`src/sv/fqks_pkg.sv`:
```
// ----------------------------------------------------------------------------
// fqks_pkg
// Shared types, constants and helpers for the record queue with key search.
// ----------------------------------------------------------------------------
package fqks_pkg;

  // Record queue geometry.
  localparam int unsigned QUEUE_DEPTH = 16;
  localparam int unsigned IDX_W       = $clog2(QUEUE_DEPTH);
  localparam int unsigned CNT_W       = $clog2(QUEUE_DEPTH + 1);

  // Field widths of the transfers.
  localparam int unsigned OP_W  = 2;
  localparam int unsigned NUM_W = 16;
  localparam int unsigned CAR_W = 32;
  localparam int unsigned ST_W  = 2;
  localparam int unsigned OCC_W = 5;

  // Command queue between the front and the back.
  localparam int unsigned CMDQ_DEPTH = 2;
  localparam int unsigned CMDQ_PTR_W = (CMDQ_DEPTH > 1) ? $clog2(CMDQ_DEPTH) : 1;
  localparam int unsigned CMDQ_CNT_W = $clog2(CMDQ_DEPTH + 1);

  // Opcodes of an input item.
  typedef enum logic [OP_W-1:0] {
    OP_PUSH   = 2'd0,
    OP_POP    = 2'd1,
    OP_SEARCH = 2'd2,
    OP_NONE   = 2'd3
  } op_e;

  // Status codes of a result.
  typedef enum logic [ST_W-1:0] {
    ST_OK       = 2'd0,
    ST_FULL     = 2'd1,
    ST_EMPTY    = 2'd2,
    ST_NOTFOUND = 2'd3
  } status_e;

  // Command class decided by the front, one-hot.
  typedef enum logic [3:0] {
    K_PUSH   = 4'b0001,
    K_POP    = 4'b0010,
    K_SEARCH = 4'b0100,
    K_NOP    = 4'b1000
  } kind_e;

  // Input item.
  typedef struct packed {
    logic [OP_W-1:0]  opcode;
    logic [NUM_W-1:0] flight_number;
    logic [CAR_W-1:0] carrier_code;
  } item_t;

  // Result item.
  typedef struct packed {
    logic [ST_W-1:0]  status;
    logic [NUM_W-1:0] popped_number;
    logic [CAR_W-1:0] popped_carrier;
    logic [OCC_W-1:0] occupancy;
  } result_t;

  // Classified command held in the command queue.
  typedef struct packed {
    kind_e            kind;
    logic [NUM_W-1:0] key;
    logic [CAR_W-1:0] carrier;
  } cmd_t;

  // Ring index advance with wrap at the queue depth.
  function automatic logic [IDX_W-1:0] next_idx(input logic [IDX_W-1:0] i);
    logic [IDX_W-1:0] r;
    if (i == IDX_W'(QUEUE_DEPTH - 1)) begin
      r = '0;
    end else begin
      r = i + 1'b1;
    end
    return r;
  endfunction

endpackage

```
`src/sv/fqks_front.sv`:
```
// ----------------------------------------------------------------------------
// fqks_front
// Accepts input items, decodes the opcode into a command class and holds the
// classified commands in a short queue until the back takes them.
// ----------------------------------------------------------------------------
module fqks_front (
  input  logic             clk_i,
  input  logic             rst_ni,
  input  logic             start_i,
  output logic             busy_o,
  input  fqks_pkg::item_t  item_i,
  output logic             cmd_valid_o,
  output fqks_pkg::cmd_t   cmd_o,
  input  logic             cmd_pop_i
);

  fqks_pkg::cmd_t                        q_mem [fqks_pkg::CMDQ_DEPTH];
  logic [fqks_pkg::CMDQ_PTR_W-1:0]       wr_ptr_q, wr_ptr_d;
  logic [fqks_pkg::CMDQ_PTR_W-1:0]       rd_ptr_q, rd_ptr_d;
  logic [fqks_pkg::CMDQ_CNT_W-1:0]       cnt_q, cnt_d;
  logic                                  full;
  logic                                  push;
  logic                                  pop;
  fqks_pkg::kind_e                       kind;
  fqks_pkg::cmd_t                        cmd_in;

  // An item transfers when start is high and the queue has room.
  assign full   = (cnt_q == fqks_pkg::CMDQ_CNT_W'(fqks_pkg::CMDQ_DEPTH));
  assign busy_o = full;
  assign push   = start_i & ~full;
  assign pop    = cmd_pop_i & (cnt_q != '0);

  // Opcode decode into a one-hot command class.
  always_comb begin
    unique case (fqks_pkg::op_e'(item_i.opcode))
      fqks_pkg::OP_PUSH:   kind = fqks_pkg::K_PUSH;
      fqks_pkg::OP_POP:    kind = fqks_pkg::K_POP;
      fqks_pkg::OP_SEARCH: kind = fqks_pkg::K_SEARCH;
      fqks_pkg::OP_NONE:   kind = fqks_pkg::K_NOP;
      default:             kind = fqks_pkg::K_NOP;
    endcase
  end

  assign cmd_in = '{kind: kind, key: item_i.flight_number, carrier: item_i.carrier_code};

  // Queue pointer and fill count update.
  always_comb begin
    wr_ptr_d = wr_ptr_q;
    rd_ptr_d = rd_ptr_q;
    cnt_d    = cnt_q;
    if (push) begin
      if (wr_ptr_q == fqks_pkg::CMDQ_PTR_W'(fqks_pkg::CMDQ_DEPTH - 1)) begin
        wr_ptr_d = '0;
      end else begin
        wr_ptr_d = wr_ptr_q + 1'b1;
      end
    end
    if (pop) begin
      if (rd_ptr_q == fqks_pkg::CMDQ_PTR_W'(fqks_pkg::CMDQ_DEPTH - 1)) begin
        rd_ptr_d = '0;
      end else begin
        rd_ptr_d = rd_ptr_q + 1'b1;
      end
    end
    if (push && !pop) begin
      cnt_d = cnt_q + 1'b1;
    end else if (pop && !push) begin
      cnt_d = cnt_q - 1'b1;
    end
  end

  always_ff @(posedge clk_i or negedge rst_ni) begin
    if (!rst_ni) begin
      wr_ptr_q <= '0;
      rd_ptr_q <= '0;
      cnt_q    <= '0;
    end else begin
      wr_ptr_q <= wr_ptr_d;
      rd_ptr_q <= rd_ptr_d;
      cnt_q    <= cnt_d;
    end
  end

  // Command storage needs no reset.
  always_ff @(posedge clk_i) begin
    if (push) begin
      q_mem[wr_ptr_q] <= cmd_in;
    end
  end

  assign cmd_valid_o = (cnt_q != '0);
  assign cmd_o       = q_mem[rd_ptr_q];

endmodule

```
`src/sv/fqks_back.sv`:
```
// ----------------------------------------------------------------------------
// fqks_back
// Executes classified commands against the record memory: push writes the
// tail slot, pop reads the head slot, search walks the held records one per
// cycle from the head. Drives the registered result strobe.
// ----------------------------------------------------------------------------
module fqks_back (
  input  logic               clk_i,
  input  logic               rst_ni,
  input  logic               cmd_valid_i,
  input  fqks_pkg::cmd_t     cmd_i,
  output logic               cmd_pop_o,
  output logic               done_o,
  output fqks_pkg::result_t  result_o
);

  typedef enum logic [2:0] {
    S_IDLE  = 3'b001,
    S_POPRD = 3'b010,
    S_SCAN  = 3'b100
  } state_e;

  // Record memory.
  logic [fqks_pkg::NUM_W-1:0] number_mem  [fqks_pkg::QUEUE_DEPTH];
  logic [fqks_pkg::CAR_W-1:0] carrier_mem [fqks_pkg::QUEUE_DEPTH];
  logic [fqks_pkg::NUM_W-1:0] rd_num_q;
  logic [fqks_pkg::CAR_W-1:0] rd_car_q;
  logic [fqks_pkg::IDX_W-1:0] rd_addr;
  logic                       wr_en;

  state_e                     state_q, state_d;
  logic [fqks_pkg::IDX_W-1:0] head_q, head_d;
  logic [fqks_pkg::IDX_W-1:0] tail_q, tail_d;
  logic [fqks_pkg::CNT_W-1:0] count_q, count_d;
  logic [fqks_pkg::IDX_W-1:0] scan_addr_q, scan_addr_d;
  logic [fqks_pkg::CNT_W-1:0] remain_q, remain_d;
  logic [fqks_pkg::NUM_W-1:0] key_q, key_d;
  logic                       done_q, done_d;
  fqks_pkg::result_t          res_q, res_d;

  fqks_pkg::status_e          st;
  logic [fqks_pkg::NUM_W-1:0] pnum;
  logic [fqks_pkg::CAR_W-1:0] pcar;
  logic                       is_full;
  logic                       is_empty;

  assign is_full  = (count_q == fqks_pkg::CNT_W'(fqks_pkg::QUEUE_DEPTH));
  assign is_empty = (count_q == '0);

  // Command execution.
  always_comb begin
    state_d     = state_q;
    head_d      = head_q;
    tail_d      = tail_q;
    count_d     = count_q;
    scan_addr_d = scan_addr_q;
    remain_d    = remain_q;
    key_d       = key_q;
    rd_addr     = head_q;
    wr_en       = 1'b0;
    cmd_pop_o   = 1'b0;
    done_d      = 1'b0;
    st          = fqks_pkg::ST_OK;
    pnum        = '0;
    pcar        = '0;

    unique case (state_q)
      S_IDLE: begin
        if (cmd_valid_i) begin
          cmd_pop_o = 1'b1;
          unique case (cmd_i.kind)
            fqks_pkg::K_PUSH: begin
              done_d = 1'b1;
              if (is_full) begin
                st = fqks_pkg::ST_FULL;
              end else begin
                wr_en   = 1'b1;
                tail_d  = fqks_pkg::next_idx(tail_q);
                count_d = count_q + 1'b1;
              end
            end
            fqks_pkg::K_POP: begin
              if (is_empty) begin
                done_d = 1'b1;
                st     = fqks_pkg::ST_EMPTY;
              end else begin
                state_d = S_POPRD;
              end
            end
            fqks_pkg::K_SEARCH: begin
              if (is_empty) begin
                done_d = 1'b1;
                st     = fqks_pkg::ST_EMPTY;
              end else begin
                scan_addr_d = fqks_pkg::next_idx(head_q);
                remain_d    = count_q;
                key_d       = cmd_i.key;
                state_d     = S_SCAN;
              end
            end
            default: begin
              done_d = 1'b1;
            end
          endcase
        end
      end

      // Head record is in the read register now.
      S_POPRD: begin
        done_d  = 1'b1;
        pnum    = rd_num_q;
        pcar    = rd_car_q;
        head_d  = fqks_pkg::next_idx(head_q);
        count_d = count_q - 1'b1;
        state_d = S_IDLE;
      end

      // Compare the record read last cycle while fetching the next one.
      S_SCAN: begin
        rd_addr = scan_addr_q;
        if (rd_num_q == key_q) begin
          done_d  = 1'b1;
          state_d = S_IDLE;
        end else if (remain_q == fqks_pkg::CNT_W'(1)) begin
          done_d  = 1'b1;
          st      = fqks_pkg::ST_NOTFOUND;
          state_d = S_IDLE;
        end else begin
          scan_addr_d = fqks_pkg::next_idx(scan_addr_q);
          remain_d    = remain_q - 1'b1;
        end
      end

      default: begin
        state_d = S_IDLE;
      end
    endcase

    // Result carries the occupancy after the operation.
    res_d = res_q;
    if (done_d) begin
      res_d = '{status:         st,
                popped_number:  pnum,
                popped_carrier: pcar,
                occupancy:      fqks_pkg::OCC_W'(count_d)};
    end
  end

  // Control state.
  always_ff @(posedge clk_i or negedge rst_ni) begin
    if (!rst_ni) begin
      state_q     <= S_IDLE;
      head_q      <= '0;
      tail_q      <= '0;
      count_q     <= '0;
      scan_addr_q <= '0;
      remain_q    <= '0;
      done_q      <= 1'b0;
    end else begin
      state_q     <= state_d;
      head_q      <= head_d;
      tail_q      <= tail_d;
      count_q     <= count_d;
      scan_addr_q <= scan_addr_d;
      remain_q    <= remain_d;
      done_q      <= done_d;
    end
  end

  // Payload registers.
  always_ff @(posedge clk_i) begin
    key_q <= key_d;
    res_q <= res_d;
  end

  // Record memory: one write port at the tail, one registered read port.
  always_ff @(posedge clk_i) begin
    if (wr_en) begin
      number_mem[tail_q]  <= cmd_i.key;
      carrier_mem[tail_q] <= cmd_i.carrier;
    end
    rd_num_q <= number_mem[rd_addr];
    rd_car_q <= carrier_mem[rd_addr];
  end

  assign done_o   = done_q;
  assign result_o = res_q;

endmodule

```
`src/sv/fifo_queue_with_key_search_top.sv`:
```
// From transfer to result strobe, a command passes the command queue and the result
// register; a pop also passes the record read register and S_POPRD, and a search walks
// the held records in S_SCAN, one record memory read per cycle, from the head until a
// match or the last record. A two-entry command queue lets start be taken meanwhile.
// Results are strobed for one cycle and the receiver cannot stall them.
// Reset is asynchronous, active low, and empties both the record queue and the command queue.
// ----------------------------------------------------------------------------
// fifo_queue_with_key_search_top
// Bounded record queue with push, pop and search by flight number.
// ----------------------------------------------------------------------------
module fifo_queue_with_key_search_top (
  input  logic               clk_i,
  input  logic               rst_ni,
  input  logic               start,
  output logic               busy,
  input  fqks_pkg::item_t    item_i,
  output logic               done_o,
  output fqks_pkg::result_t  result_o
);

  logic           cmd_valid;
  logic           cmd_pop;
  fqks_pkg::cmd_t cmd;

  // Front: item transfer and opcode decode.
  fqks_front u_front (
    .clk_i       (clk_i),
    .rst_ni      (rst_ni),
    .start_i     (start),
    .busy_o      (busy),
    .item_i      (item_i),
    .cmd_valid_o (cmd_valid),
    .cmd_o       (cmd),
    .cmd_pop_i   (cmd_pop)
  );

  // Back: record memory and execution.
  fqks_back u_back (
    .clk_i       (clk_i),
    .rst_ni      (rst_ni),
    .cmd_valid_i (cmd_valid),
    .cmd_i       (cmd),
    .cmd_pop_o   (cmd_pop),
    .done_o      (done_o),
    .result_o    (result_o)
  );

endmodule

```
`config.mk`:
```
export PLATFORM = sky130hd
export DESIGN_NAME = fifo_queue_with_key_search_top
export DESIGN_NICKNAME = d
export VERILOG_FILES = /design/src/sv/fqks_pkg.sv /design/src/sv/fqks_front.sv /design/src/sv/fqks_back.sv /design/src/sv/fifo_queue_with_key_search_top.sv
export SDC_FILE = /design/constraint.sdc
export NUM_CORES = 1
export LEC_CHECK = 0
export BUFFER_PORTS_ARGS = -buffer_cell sky130_fd_sc_hd__buf_2
export CORE_MARGIN = 2
export CORE_UTILIZATION = 53
export DETAILED_ROUTE_END_ITERATION = 10
export PLACE_DENSITY = 0.69
export REMOVE_ABC_BUFFERS = 1
export SLEW_MARGIN = 5
export SYNTH_ARGS = -nofsm -noshare
export SYNTH_HDL_FRONTEND = slang
export SYNTH_SLANG_ARGS = --single-unit
```
`constraint.sdc`:
```
create_clock -name clk_i -period 9.1 [get_ports clk_i]
set_input_delay 0.455 -clock clk_i [delete_from_list [all_inputs] [get_ports clk_i]]
set_output_delay 0.455 -clock clk_i [all_outputs]
set_load 0.05 [all_outputs]
```
Word-level counts from Yosys, hierarchy flattened
Memory sizes are Yosys's and may differ from the RTL's. A register that Yosys moved wholly into a read port is not among the register bits. Index checks and enable logic that the tools add are counted.

Memory bits (read-only): 0. Output and inout port bits: 57. Memories kept: 3. Bits in registers: 101. Latch bits: 0. Bits of input ports: 53. RAM bits: 872.

Reductions and logical operators: 14. Add/subtract/negate cells: 10. $mul: 0. Order comparisons: 0. Bitwise logic cells: 5. Multiplexer cells: 55. Shift operators: 0. Divide/modulo/power cells: 0. Equality and inequality tests: 25.

Memories: u_back.carrier_mem (words 16, width 32, rd ports 1, clocked after memory_dff 1, wr ports 1, RTL line fqks_back.sv:25) `logic [fqks_pkg::CAR_W-1:0] carrier_mem [fqks_pkg::QUEUE_DEPTH];`; u_back.number_mem (words 16, width 16, rd ports 1, clocked after memory_dff 1, wr ports 1, RTL line fqks_back.sv:24) `logic [fqks_pkg::NUM_W-1:0] number_mem [fqks_pkg::QUEUE_DEPTH];`; u_front.q_mem (words 2, width 52, rd ports 1, clocked after memory_dff 0, wr ports 1, RTL line fqks_front.sv:17) `fqks_pkg::cmd_t q_mem [fqks_pkg::CMDQ_DEPTH];`.

Operators with widths (count): $mux W5 (8); $mux W4 (9); $pmux W5 S2 (2); $mux W1 (18); $eq A16 B16 Y1 (1); $pmux W4 S4 (1); $mux W3 (5); $add A4 B1 Y4 const B (3); $eq A4 B4 Y1 const B (3); $mux W2 (6); $pmux W3 S2 (2); $ne A2 B2 Y1 const B (5); $sub A5 B1 Y5 const B (2); $ne A3 B3 Y1 const B (3); $pmux W2 S2 (2); $pmux W4 S2 (1); $reduce_and A4 Y1 (2); $eq A2 B2 Y1 const B (3); $reduce_and A6 Y1 (1); $reduce_bool A2 Y1 (3); $add A5 B1 Y5 const B (1); $eq A5 B1 Y1 const B (1); $eq A5 B5 Y1 const B (1); $logic_not A5 Y1 (1); 19 further kinds (25).

Depth between registers and ports, before layout
Gate-level depths: netlist (run 1).

Depth after elaboration: 7. Depth in mapped cells: 8.

Hierarchy
From an unflattened synthesis (run 1), not the netlist that was laid out.

Cell total of the unflattened synthesis: 2998. Area, all modules: 42866.1 um2.

Modules (own cells, without submodules): fqks_back (area an instance 38639.6 um2, cells an instance 2813, times used 1); fqks_front (area an instance 4226.6 um2, cells an instance 185, times used 1).

Worst setup path before layout (run 1)
OpenSTA, ideal clock, no wires.

Path kind: flip-flop to flip-flop. Start point: register u_front.rd_ptr_q. End point: memory u_back.carrier_mem[12][0] in the netlist's numbering (enable). Arrival: 3.551 ns. Setup slack: 5.096 ns. Required time: 8.646 ns. Stages on the path, launching flop included: 8. Path through: dfrtp_1 -> clkbuf_1 -> nor3_1 -> or2_2 -> and4_1 -> clkbuf_1 -> nand3_1 -> nor2_1.

Longest elaborated chain between the ends: 7.

RTL lines: start: declaration (RTL line fqks_front.sv:19) `logic [fqks_pkg::CMDQ_PTR_W-1:0] rd_ptr_q, rd_ptr_d;`; start signal: assignment (RTL line fqks_front.sv:79) `rd_ptr_q <= rd_ptr_d;`; $mem_v2 Z2 W52; $eq A4 B1 Y1 (RTL line fqks_back.sv:71) `unique case (cmd_i.kind)`; $mux W1 (RTL line fqks_back.sv:71); $mux W1 (RTL line fqks_back.sv:69) `if (cmd_valid_i) begin`; $mux W1 (RTL line fqks_back.sv:67) `unique case (state_q)`; $mux W1 (RTL line fqks_back.sv:178) `if (wr_en) begin`; $mux W1 (implied by the code) (RTL line fqks_back.sv:180) `carrier_mem[tail_q] <= cmd_i.carrier;`; end: declaration (RTL line fqks_back.sv:25).

Every way passes these cells.

Worst setup path after layout (run 1)
Start point: register u_back.state_q[2]. End point: register u_back.rd_car_q[4] in the netlist's numbering (read register of u_back.carrier_mem).

Longest elaborated chain between the ends: 2.

RTL lines: start: declaration (RTL line fqks_back.sv:31) `state_e state_q, state_d;`; start signal: assignment (RTL line fqks_back.sv:160) `state_q <= state_d;`; $eq A3 B3 Y1 (RTL line fqks_back.sv:67); $mux W4 (RTL line fqks_back.sv:67); end: declaration (RTL line fqks_back.sv:27) `logic [fqks_pkg::CAR_W-1:0] rd_car_q;`.

Every way passes these cells. A chain may end at the register's enable or synchronous reset.

==> qor.tcl, run 1 <==
set qor(final-hold-violation-count) 0
set qor(filler_cells) 5874
set qor(worst_ir_drop_vdd_mv) 0.2415
set qor(detailroute.via_count) 25305
set qor(run_status) {complete, no violations}
set qor(post_cts_hold_buffer_count) 49
set qor(nNetsFinal) 3055
set qor(first_global_vias) 25376
set qor(routed_via_density) 6.115
set qor(grt_use_met1_pct) 31.14
set qor(drt_iter0_markers) 2523
set qor(fraction_of_registers_with_async_set_or_reset_after_synthesis_pct) 2.938
set qor(grtUsageMet2_pct) 40.56
set qor(capturing_element_type_of_the_critical_path) {flop}
set qor(core_area_mm2) 0.08029
set qor(htreeDepth) 3
set qor(synth_edf_count) 943
set qor(cts_setup_buffers) 0
set qor(worst_skew_pair.late_latency_ps) 670
set qor(detail_route.first_pass.iterations) 7
set qor(post_drt_wl_per_cell_um) 23.92
set qor(comb_power_share_pct) 20.8
set qor(critPathKind) {reg -> reg}
set qor(post_synth_instance_area_mm2) 0.04287
set qor(effective_utilization_at_floorplan_pct) 53.39
set qor(required_ps) 9640
set qor(min_period_ps) 4429
set qor(pin_count_of_the_biggest_net_entering_global_routing) 156
set qor(postSynthAreaPerCell_um2) 14.84
set qor(yosysUniqueCellTypes) 59
set qor(cts.root.buffer_cell) {sky130_fd_sc_hd__clkbuf_16}
set qor(track_usage_pct) 23.64
set qor(die-area_mm2) 0.08317
set qor(setup-violations-final) 0
set qor(routabilityCongestion) 0.7717
set qor(routed_wl_um) 98980
set qor(tritoncts_num_sinks) 1021
set qor(drcViolationCount) 0
set qor(timing.max_cap.violations) 0
set qor(antenna_found_initial) 0
set qor(placement.cell_area_mm2) 0.04444
set qor(max_slew.worst_pin.slew_ps) 1099
set qor(postSynthRegisterBits) 1021
set qor(port-buffer-count) 109
set qor(ctsResizeCount) 0
set qor(pre_cts_ws_ps) 4678
set qor(numCtsBuffers) 103
set qor(crit_arrival_ps) 4970
set qor(syn2layout_area_growth_pct) 12.64
set qor(path_clk_slew_ps) 60
set qor(final_setup_slack_of_the_worst_path_ps) 4671
set qor(row_count) 104
set qor(intPower_uw) 9300
set qor(p_sw_share_pct) 29.66
set qor(vertical_die_dimension_um) 288.4
set qor(finish.utilization_pct) 60.14
set qor(fp.dieW_um) 288.4
set qor(postLayoutCellArea_mm2) 0.04829
set qor(global_route.overflow_total) 0
set qor(clk_path_buf_depth) 3
set qor(leakage_dissipation_uw) 0.01686
set qor(global_route_wire_length_before_repair_um) 149400
set qor(dp_hpwl_um) 51530
set qor(drt.antenna.violating_nets) 0
set qor(synth_ff_type) {sky130_fd_sc_hd__edfxtp_1}
set qor(crit_path_start_kind) {flop}
set qor(ys_seq_area_share_pct) 70.05
set qor(grt_util_met3_pct) 3.476
set qor(net-switching-power_uw) 3922
set qor(clkPwrFrac_pct) 31.5
set qor(boundary_pin_count) 110
set qor(worstPathMaxFanout) 155
set qor(cts_tree) {built}
set qor(holdCritPathClass) {in -> reg}
set qor(finalCritPeriodShare_pct) 48.67
set qor(tightest_slew_margin_relative_to_the_limit_pct) 26.71
set qor(final_max_slew_viol_count) 0
set qor(global_route.peak_usage_layer) {met2}
set qor(power_density_mw_per_mm2) 273.8
set qor(achievable-frequency_ghz) 0.2258
set qor(antenna_cells_inserted) 0
set qor(netlist_instances) 2889
set qor(final_layout_size_suffix_gt1_share_pct) 14.62
set qor(unrepaired_setup_endpoints_after_global_routing) {false}
set qor(worst_clock_skew_ps) 14.32
set qor(synth_warnings) 0
set qor(share_seq_of_total_power_pct) 47.7
==> registers in the layout, indices dropped and copies added (netlist names) <==
name / count
u_back.carrier_mem: 512
u_back.number_mem: 256
u_front.q_mem: 104
u_back.result_o: 55
u_back.rd_car_q: 32
u_back.key_q: 16
u_back.rd_num_q: 16
u_back.count_q: 5
u_back.remain_q: 5
u_back.head_q: 4
u_back.scan_addr_q: 4
u_back.tail_q: 4
u_back.state_q: 3
u_front.cnt_q: 2
u_back.done_o: 1
u_front.rd_ptr_q: 1
u_front.wr_ptr_q: 1
==> layout make-up <==
| class | instances | area, um2 | area share [%] |
|---|---|---|---|
| clock inverter | 57 | 509.2 | 1.055 |
| multi-input combinational | 1644 | 12080 | 25.02 |
| inverter | 18 | 67.56 | 0.1399 |
| clock buffer | 135 | 2850 | 5.903 |
| timing repair buffer | 203 | 1411 | 2.923 |
| tap | 1060 | 1326 | 2.747 |
| sequential | 1021 | 30040 | 62.21 |
==> worst max-delay path: stages (launching register included) <==
cell and delay (ps):
sky130_fd_sc_hd__dfrtp_1 440, sky130_fd_sc_hd__nor3b_4 260, sky130_fd_sc_hd__buf_12 550, sky130_fd_sc_hd__mux2i_4 360, sky130_fd_sc_hd__buf_12 540, sky130_fd_sc_hd__buf_4 810, sky130_fd_sc_hd__mux2_2 410, sky130_fd_sc_hd__a2111oi_0 390
sky130_fd_sc_hd__or3b_1 390
==> routing by layer <==
| layer | vias up | share of wire, % |
|---|---|---|
| li1 | 11344 | - |
| met1 | 12938 | 42 |
| met2 | 827 | 50 |
| met3 | 196 | 5.7 |
| met4 | 0 | 2.5 |
| met5 | - | 0 |
==> path summary, 6_finish.rpt <==
path	slack, ps	start	depth (start not counted)	to
min reg2reg	520	u_back.rd_car_q[8]$_DFF_P_	1	u_back.result_o[13]$_SDFFCE_PN0P_
max in group asynchronous	8180	rst_ni	2	u_back.head_q[0]$_DFFE_PN0P_
min in group asynchronous	380	rst_ni	2	u_back.count_q[0]$_DFF_PN0_
max	4670	u_back.state_q[2]$_DFFE_PN0P_	8	u_back.rd_car_q[4]$_DFF_P_
max reg2reg	4670	u_back.state_q[2]$_DFFE_PN0P_	8	u_back.rd_car_q[4]$_DFF_P_
min	110	item_i[48]	2	u_front.q_mem[1][48]$_DFFE_PP_
==> cells in the mapped netlist (5+ instances only) <==
cell type	n	area share (%)
sky130_fd_sc_hd__xnor2_1	8	0.16
sky130_fd_sc_hd__or3b_1	49	1.0
sky130_fd_sc_hd__buf_4	7	0.12
sky130_fd_sc_hd__buf_1	13	0.11
sky130_fd_sc_hd__nor2_1	20	0.18
sky130_fd_sc_hd__mux2i_1	196	4.6
sky130_fd_sc_hd__a2111oi_0	48	0.98
sky130_fd_sc_hd__ha_1	11	0.32
sky130_fd_sc_hd__o22ai_1	99	1.4
sky130_fd_sc_hd__xor2_1	19	0.39
sky130_fd_sc_hd__a311oi_1	96	2.0
sky130_fd_sc_hd__clkbuf_1	160	1.4
sky130_fd_sc_hd__nand3_1	105	1.2
sky130_fd_sc_hd__and2_1	246	3.6
sky130_fd_sc_hd__a211oi_1	48	0.84
sky130_fd_sc_hd__o21ai_0	201	2.3
sky130_fd_sc_hd__nand3b_1	99	1.7
sky130_fd_sc_hd__mux2_2	102	2.7
sky130_fd_sc_hd__nor2b_1	198	2.9
sky130_fd_sc_hd__nand2_1	35	0.31
sky130_fd_sc_hd__dfxtp_1	48	2.2
sky130_fd_sc_hd__edfxtp_1	943	66
sky130_fd_sc_hd__dfrtp_1	29	1.7
sky130_fd_sc_hd__buf_2	25	0.29
sky130_fd_sc_hd__nor4_1	5	0.073
sky130_fd_sc_hd__and3_1	5	0.073
sky130_fd_sc_hd__o211ai_1	5	0.088
sky130_fd_sc_hd__inv_1	18	0.16
==> placed cells by master, fill, tap and decap left out, types with 22 or more instances in the layout <==
cell / Yosys / layout
sky130_fd_sc_hd__buf_2: 25 / 109
sky130_fd_sc_hd__buf_4: 7 / 42
sky130_fd_sc_hd__mux2i_1: 196 / 194
sky130_fd_sc_hd__mux2_2: 102 / 102
sky130_fd_sc_hd__and2_1: 246 / 242
sky130_fd_sc_hd__o21ai_0: 201 / 201
sky130_fd_sc_hd__nor2b_1: 198 / 198
sky130_fd_sc_hd__nand2_1: 35 / 33
sky130_fd_sc_hd__clkbuf_16: 0 / 105
sky130_fd_sc_hd__dfxtp_1: 48 / 48
sky130_fd_sc_hd__clkinv_2: 0 / 22
sky130_fd_sc_hd__dfrtp_1: 29 / 26
sky130_fd_sc_hd__nand3b_1: 99 / 99
sky130_fd_sc_hd__edfxtp_1: 943 / 943
sky130_fd_sc_hd__a311oi_1: 96 / 96
sky130_fd_sc_hd__a2111oi_0: 48 / 48
sky130_fd_sc_hd__dlygate4sd3_1: 0 / 49
sky130_fd_sc_hd__o22ai_1: 99 / 99
sky130_fd_sc_hd__a211oi_1: 48 / 48
sky130_fd_sc_hd__or3b_1: 49 / 48
sky130_fd_sc_hd__nand3_1: 105 / 104
==> power groups by stage <==
stage	combinational, uW	clock (uW)	sequential [uW]
finish	2750	4160	6310
global route	2990	4410	6350
CTS	2790	4230	6310
detailed placement	2760	0	6410
global placement	2640	0	6390
floorplan	1890	0	6850
==> per-stage QoR <==
step / instances / total power, uW / hold slack [ps] / TNS (ps)
2_1_floorplan: 2683 / 8741 / 159.4 / -1202760
3_3_place_gp: 3897 / 9034 / 498.9 / 0
3_5_place_dp: 3897 / 9167 / 509.9 / 0
4_1_cts: 4138 / 13330 / 73.86 / 0
5_1_grt: 4138 / 13750 / 115.8 / 0
6_report: 4138 / 13220 / 112.4 / 0
==> cell families (layout without fill, tap and decap cells) <==
family          after synthesis  count (layout)  share of synthesized area [%]
compound gates              518             518                          8.050
xor+xnor                     27              27                         0.5516
fa+ha+maj                    11              11                         0.3211
buf+inv                     224             413                          2.113
flops                      1021            1021                          70.05
mux                         300             300                          7.361
simple gates                788             788                          11.55
No activity file was read; power rests on OpenSTA's default activity.
==> inputs of run 2 (changes only) <==
- PLACE_DENSITY: 0.69 -> 0.72
- clock period: 9.1 -> 3.6 ns (I/O delays scaled with it)
==> qor.tcl, run 2 (synthesis results as in run 1) <==
set qor(run_status) {complete, no violations}
set qor(capturing_element_type_of_the_critical_path) {flop}
set qor(detail_route.first_pass.iterations) 5
set qor(worst_skew_pair.late_latency_ps) 670
set qor(required_ps) 4140
set qor(finalCritPeriodShare_pct) 85.59
set qor(grtUsageMet2_pct) 43.36
set qor(max_slew.worst_pin.slew_ps) 1126
set qor(vertical_die_dimension_um) 288.4
set qor(critPathKind) {reg -> reg}
set qor(registers_with_the_most_flip_flops) {u_back.carrier_mem (512), u_back.number_mem (256), u_front.q_mem (104)}
set qor(htreeDepth) 3
set qor(critPathMaxStageDelay_ps) 510
set qor(drcViolationCount) 0
set qor(power_density_mw_per_mm2) 695.6
set qor(boundary_pin_count) 110
set qor(detailroute.via_count) 25985
set qor(clkPwrFrac_pct) 32.4
set qor(global_route.peak_usage_layer) {met2}
set qor(final_layout_size_suffix_gt1_share_pct) 15.43
set qor(core_area_mm2) 0.08029
set qor(share_seq_of_total_power_pct) 46.3
set qor(final.hold.worst_slack_ps) 131.0
set qor(dp_hpwl_um) 54540
set qor(numCtsBuffers) 102
set qor(fp.dieW_um) 288.4
set qor(flip_flop_count_of_the_largest_register_after_layout) 512
set qor(crit_arrival_ps) 3620
set qor(track_usage_pct) 25.28
set qor(achievable-frequency_ghz) 0.3245
set qor(tightest_slew_margin_relative_to_the_limit_pct) 24.75
set qor(setup-violations-final) 0
set qor(net-switching-power_uw) 9962
set qor(timing.max_cap.violations) 0
set qor(finish.utilization_pct) 61.22
set qor(antenna_found_initial) 0
set qor(cts.root.buffer_cell) {sky130_fd_sc_hd__clkbuf_16}
set qor(pin_count_of_the_biggest_net_entering_global_routing) 166
set qor(mostFrequentLayoutCell) {sky130_fd_sc_hd__edfxtp_1}
set qor(final_total_negative_setup_slack_ps) 0
set qor(routed_wl_um) 105700
set qor(timing.critical_path.slowest_stage_cell) {sky130_fd_sc_hd__a2111oi_0}
set qor(nNetsFinal) 3081
set qor(post_drt_wl_per_cell_um) 25.39
set qor(intPower_uw) 24230
set qor(final-hold-violation-count) 0
set qor(worstPathMaxFanout) 45
set qor(clk_path_buf_depth) 3
set qor(min_period_ps) 3081
set qor(comb_power_share_pct) 21.3
set qor(global_route_wire_length_before_repair_um) 156700
set qor(total_power_uw) 34190
set qor(final_max_slew_viol_count) 0
set qor(cts_tree) {built}
set qor(drt.antenna.violating_nets) 0
set qor(crit_path_start_kind) {flop}
set qor(timing.critical_path.cells) {nor3b_4, mux2i_4, buf_12, buf_12, mux2_2, a2111oi_0, or3b_1}
set qor(timing.critical_path.mode_cell) {sky130_fd_sc_hd__buf_12}
set qor(tritoncts_num_sinks) 1021
set qor(holdCritPathClass) {in -> async}
set qor(antenna_cells_inserted) 0
set qor(effective_utilization_at_floorplan_pct) 53.39
set qor(grt_use_met1_pct) 32.69
set qor(top_register) {u_back.carrier_mem}
set qor(die-area_mm2) 0.08317
set qor(routed_via_density) 6.239
set qor(worst_clock_skew_ps) 27.42
set qor(row_count) 104
set qor(grt_util_met3_pct) 3.444
set qor(unrepaired_setup_endpoints_after_global_routing) {false}
set qor(p_sw_share_pct) 29.14
set qor(leakage_dissipation_uw) 0.01721
set qor(layout_common_cells) {943 x sky130_fd_sc_hd__edfxtp_1, 242 x sky130_fd_sc_hd__and2_1, 201 x sky130_fd_sc_hd__o21ai_0}
set qor(first_global_vias) 26153
set qor(worst_ir_drop_vdd_mv) 0.5702
set qor(syn2layout_area_growth_pct) 14.65
set qor(global_route.overflow_total) 0
set qor(port-buffer-count) 109
set qor(routabilityCongestion) 0.7899
set qor(drt_iter0_markers) 2069
set qor(path_clk_slew_ps) 60
## run 2: changes by cell type in the layout (fill, tap and decap cells not counted), moves of 5 or more
cell and delta:
sky130_fd_sc_hd__buf_12 +36, sky130_fd_sc_hd__buf_4 -13, sky130_fd_sc_hd__bufinv_16 +7, sky130_fd_sc_hd__clkbuf_1 +5
sky130_fd_sc_hd__clkinv_1 -11
## run 2: repair_timing
item / 4_1_cts / 5_1_grt
endpoints found under the hold margin: 135 / 0
buffers inserted: 0 / 0
hold buffers: 53 / 0
setup endpoints to repair: 0 / 0
gates resized for setup: 0 / 0
## run 2: worst paths after layout
path,slack (ps),from,cells after the start,to
worst max-delay path,520,u_back.state_q[1]$_DFFE_PN0P_,7,u_back.rd_num_q[10]$_DFF_P_
worst min-delay path,130,rst_ni,2,u_back.done_o$_DFF_PN0_
worst max register to register,520,u_back.state_q[1]$_DFFE_PN0P_,7,u_back.rd_num_q[10]$_DFF_P_
worst min register to register,500,u_back.rd_car_q[25]$_DFF_P_,1,u_back.result_o[30]$_SDFFCE_PN0P_
max in group asynchronous,2930,rst_ni,2,u_back.head_q[0]$_DFFE_PN0P_
min in group clk_i,240,item_i[27],2,u_front.q_mem[1][27]$_DFFE_PP_
## run 2: through the flow
step	instances	instance area [um2]	setup WS (ps)
5_1_grt	4165	49150	258.2
6_report	4165	49150	518.8
2_1_floorplan	2683	42030	-30190
3_5_place_dp	3920	45080	475.0
4_1_cts	4165	49150	460.4
3_3_place_gp	3920	45080	547.3
## run 2: layout make-up
cell class                      instances  area, um2
Fill cell                            5769      31140
Tap cell                             1060       1326
Inverter                               18      67.56
Clock buffer                          142       2908
Timing Repair Buffer                  230       2074
Clock inverter                         50      635.6
Sequential cell                      1021      30040
Multi-Input combinational cell       1644      12100
## run 2: critical path: cells and delay by family (launching register included)
family	cells	cell delay, ps
flops	1	440
buf+inv	2	520
compound gates	1	510
mux	2	730
simple gates	2	740
## run 2: power groups by stage
stage	registers (uW)	clock network (uW)	logic [uW]
2_1_floorplan	17300	0	4260
3_3_place_gp	16000	0	6990
3_5_place_dp	16100	0	7290
4_1_cts	15800	11200	7360
5_1_grt	15900	11600	7880
6_report	15800	11100	7300
## run 2: layer usage
| layer | vias to the layer above | part of all wire [%] |
|---|---|---|
| met3 | 263 | 6.6 |
| met2 | 1131 | 50 |
| met4 | 0 | 3.3 |
| met5 | - | 0 |
| li1 | 11411 | - |
| met1 | 13180 | 40 |
==> inputs of run 3 (changes only) <==
- BUFFER_PORTS_ARGS: -buffer_cell sky130_fd_sc_hd__buf_2 -> -buffer_cell sky130_fd_sc_hd__clkbuf_2
- CORE_UTILIZATION: 53 -> 50
- PLACE_DENSITY: 0.72 -> 0.69
==> qor.tcl, run 3 (synthesis results as in run 1) <==
set qor(run_status) {complete, no violations}
set qor(syn2layout_area_growth_pct) 14.88
set qor(unrepaired_setup_endpoints_after_global_routing) {false}
set qor(max_slew.worst_pin.slew_ps) 1269
set qor(antenna_cells_inserted) 0
set qor(row_count) 107
set qor(achievable-frequency_ghz) 0.3108
set qor(crit_arrival_ps) 3760
set qor(cts_tree) {built}
set qor(required_ps) 4140
set qor(tritoncts_num_sinks) 1021
set qor(detail_route.first_pass.iterations) 8
set qor(worstPathMaxFanout) 79
set qor(min_period_ps) 3218
set qor(capturing_element_type_of_the_critical_path) {flop}
set qor(first_global_vias) 26205
set qor(dp_hpwl_um) 57650
set qor(final_setup_slack_of_the_worst_path_ps) 382.3
set qor(global_route_wire_length_before_repair_um) 158300
set qor(tightest_slew_margin_relative_to_the_limit_pct) 15.42
set qor(leakage_dissipation_uw) 0.01719
set qor(fp.dieW_um) 296.8
set qor(cts.root.buffer_cell) {sky130_fd_sc_hd__clkbuf_16}
set qor(mostFrequentLayoutCell) {sky130_fd_sc_hd__edfxtp_1}
set qor(pre_cts_ws_ps) 341.7
set qor(timing.max_cap.violations) 0
set qor(registers_with_the_most_flip_flops) {u_back.carrier_mem (512), u_back.number_mem (256), u_front.q_mem (104)}
set qor(post_drt_wl_per_cell_um) 24.96
set qor(layout_common_cells) {943 x sky130_fd_sc_hd__edfxtp_1, 242 x sky130_fd_sc_hd__and2_1, 201 x sky130_fd_sc_hd__o21ai_0}
set qor(routabilityCongestion) 0.8092
set qor(drcViolationCount) 0
set qor(clk_path_buf_depth) 3
set qor(final_max_slew_viol_count) 0
set qor(vertical_die_dimension_um) 296.8
set qor(nNetsFinal) 3098
set qor(critPathKind) {reg -> reg}
set qor(global_route.overflow_total) 0
set qor(path_clk_slew_ps) 60
set qor(port-buffer-count) 109
set qor(worst_ir_drop_vdd_mv) 0.6193
set qor(cts_setup_buffers) 0
set qor(drt_iter0_markers) 2666
set qor(routed_via_density) 6.139
set qor(crit_path_start_kind) {flop}
set qor(final_total_negative_setup_slack_ps) 0
set qor(drt.antenna.violating_nets) 0
set qor(effective_utilization_at_floorplan_pct) 50.43
set qor(pin_count_of_the_biggest_net_entering_global_routing) 246
set qor(core_area_mm2) 0.08501
set qor(htreeDepth) 3
set qor(top_register) {u_back.carrier_mem}
set qor(die-area_mm2) 0.08810
set qor(holdCritPathClass) {in -> async}
set qor(antenna_found_initial) 2
set qor(boundary_pin_count) 110
set qor(numCtsBuffers) 105
set qor(worst_clock_skew_ps) 32.10
set qor(setup-violations-final) 0
set qor(track_usage_pct) 23.66
set qor(routed_wl_um) 106500
set qor(final_layout_size_suffix_gt1_share_pct) 15.40
set qor(power_density_mw_per_mm2) 690.3
set qor(flip_flop_count_of_the_largest_register_after_layout) 512
set qor(final-hold-violation-count) 0
set qor(worst_skew_pair.late_latency_ps) 670
set qor(finalCritPeriodShare_pct) 89.38
set qor(detailroute.via_count) 26201
## run 3: cell types whose count changed in the layout (fill, tap and decap cells not counted), sizes merged
cell / change
buf: -95
bufinv: -5
clkbuf: +113
clkinv: +9
clkinvlp: -1
inv: -2
## run 3: area by class of cell
class	count	area, um2
tap	1144	1431
multi-input combinational	1644	12090
inverter	18	67.56
clock buffer	146	2924
sequential	1021	30040
timing repair buffer	244	2167
fill	6398	35760
clock inverter	51	523.0
## run 3: through the flow
| stage | util (%) | std cells | total power, uW | area, um2 | hold WS [ps] |
|---|---|---|---|---|---|
| finish | 57.93 | 4268 | 34000 | 49250 | 159.0 |
| global route | 57.93 | 4268 | 35270 | 49250 | 205.7 |
| CTS | 57.93 | 4268 | 34200 | 49250 | 154.7 |
| detailed placement | 53.25 | 4018 | 23450 | 45270 | 307.3 |
| global placement | 53.25 | 4018 | 23170 | 45270 | 282.6 |
| floorplan | - | 2683 | 21560 | 42030 | -115.6 |
## run 3: what timing repair did
action | CTS | global route
hold buffers | 53 | 0
resized for setup | 0 | 0
endpoints found under the hold margin | 134 | 0
## run 3: report_power, final
part | switching, uW | leakage, uW | internal (uW)
clock network | 4450 | 0.00168 | 6310
logic | 5160 | 0.00613 | 2230
registers | 517 | 0.00938 | 15300
total | 10100 | 0.0172 | 23900
## run 3: routing by layer
metal	vias to the layer above	track usage [%]	share of wire [%]
met2	1141	40.13	49
li1	11437	-	-
met5	-	0	0
met1	13373	31.03	40
met3	250	3.343	7.0
met4	0	8.895	3.6
## run 3: worst max-delay path, cell delays in order (launching register included)
cell and delay [ps]:
sky130_fd_sc_hd__dfrtp_1 420, sky130_fd_sc_hd__nor3b_4 350, sky130_fd_sc_hd__mux2i_4 360, sky130_fd_sc_hd__buf_12 500, sky130_fd_sc_hd__mux2_2 400, sky130_fd_sc_hd__a2111oi_0 660, sky130_fd_sc_hd__or3b_1 400
## run 3: worst paths after layout
check / start / to / slack, ps / depth (start not counted)
worst max-delay path: u_back.state_q[2]$_DFFE_PN0P_ / u_back.rd_num_q[4]$_DFF_P_ / 380 / 6
worst min-delay path: rst_ni / u_front.wr_ptr_q$_DFFE_PN0P_ / 160 / 2
worst max register to register: u_back.state_q[2]$_DFFE_PN0P_ / u_back.rd_num_q[4]$_DFF_P_ / 380 / 6
worst min register to register: u_back.rd_car_q[27]$_DFF_P_ / u_back.result_o[32]$_SDFFCE_PN0P_ / 480 / 1
max in group asynchronous: rst_ni / u_front.rd_ptr_q$_DFFE_PN0P_ / 2810 / 2
min in group clk_i: item_i[20] / u_front.q_mem[0][20]$_DFFE_PP_ / 240 / 2
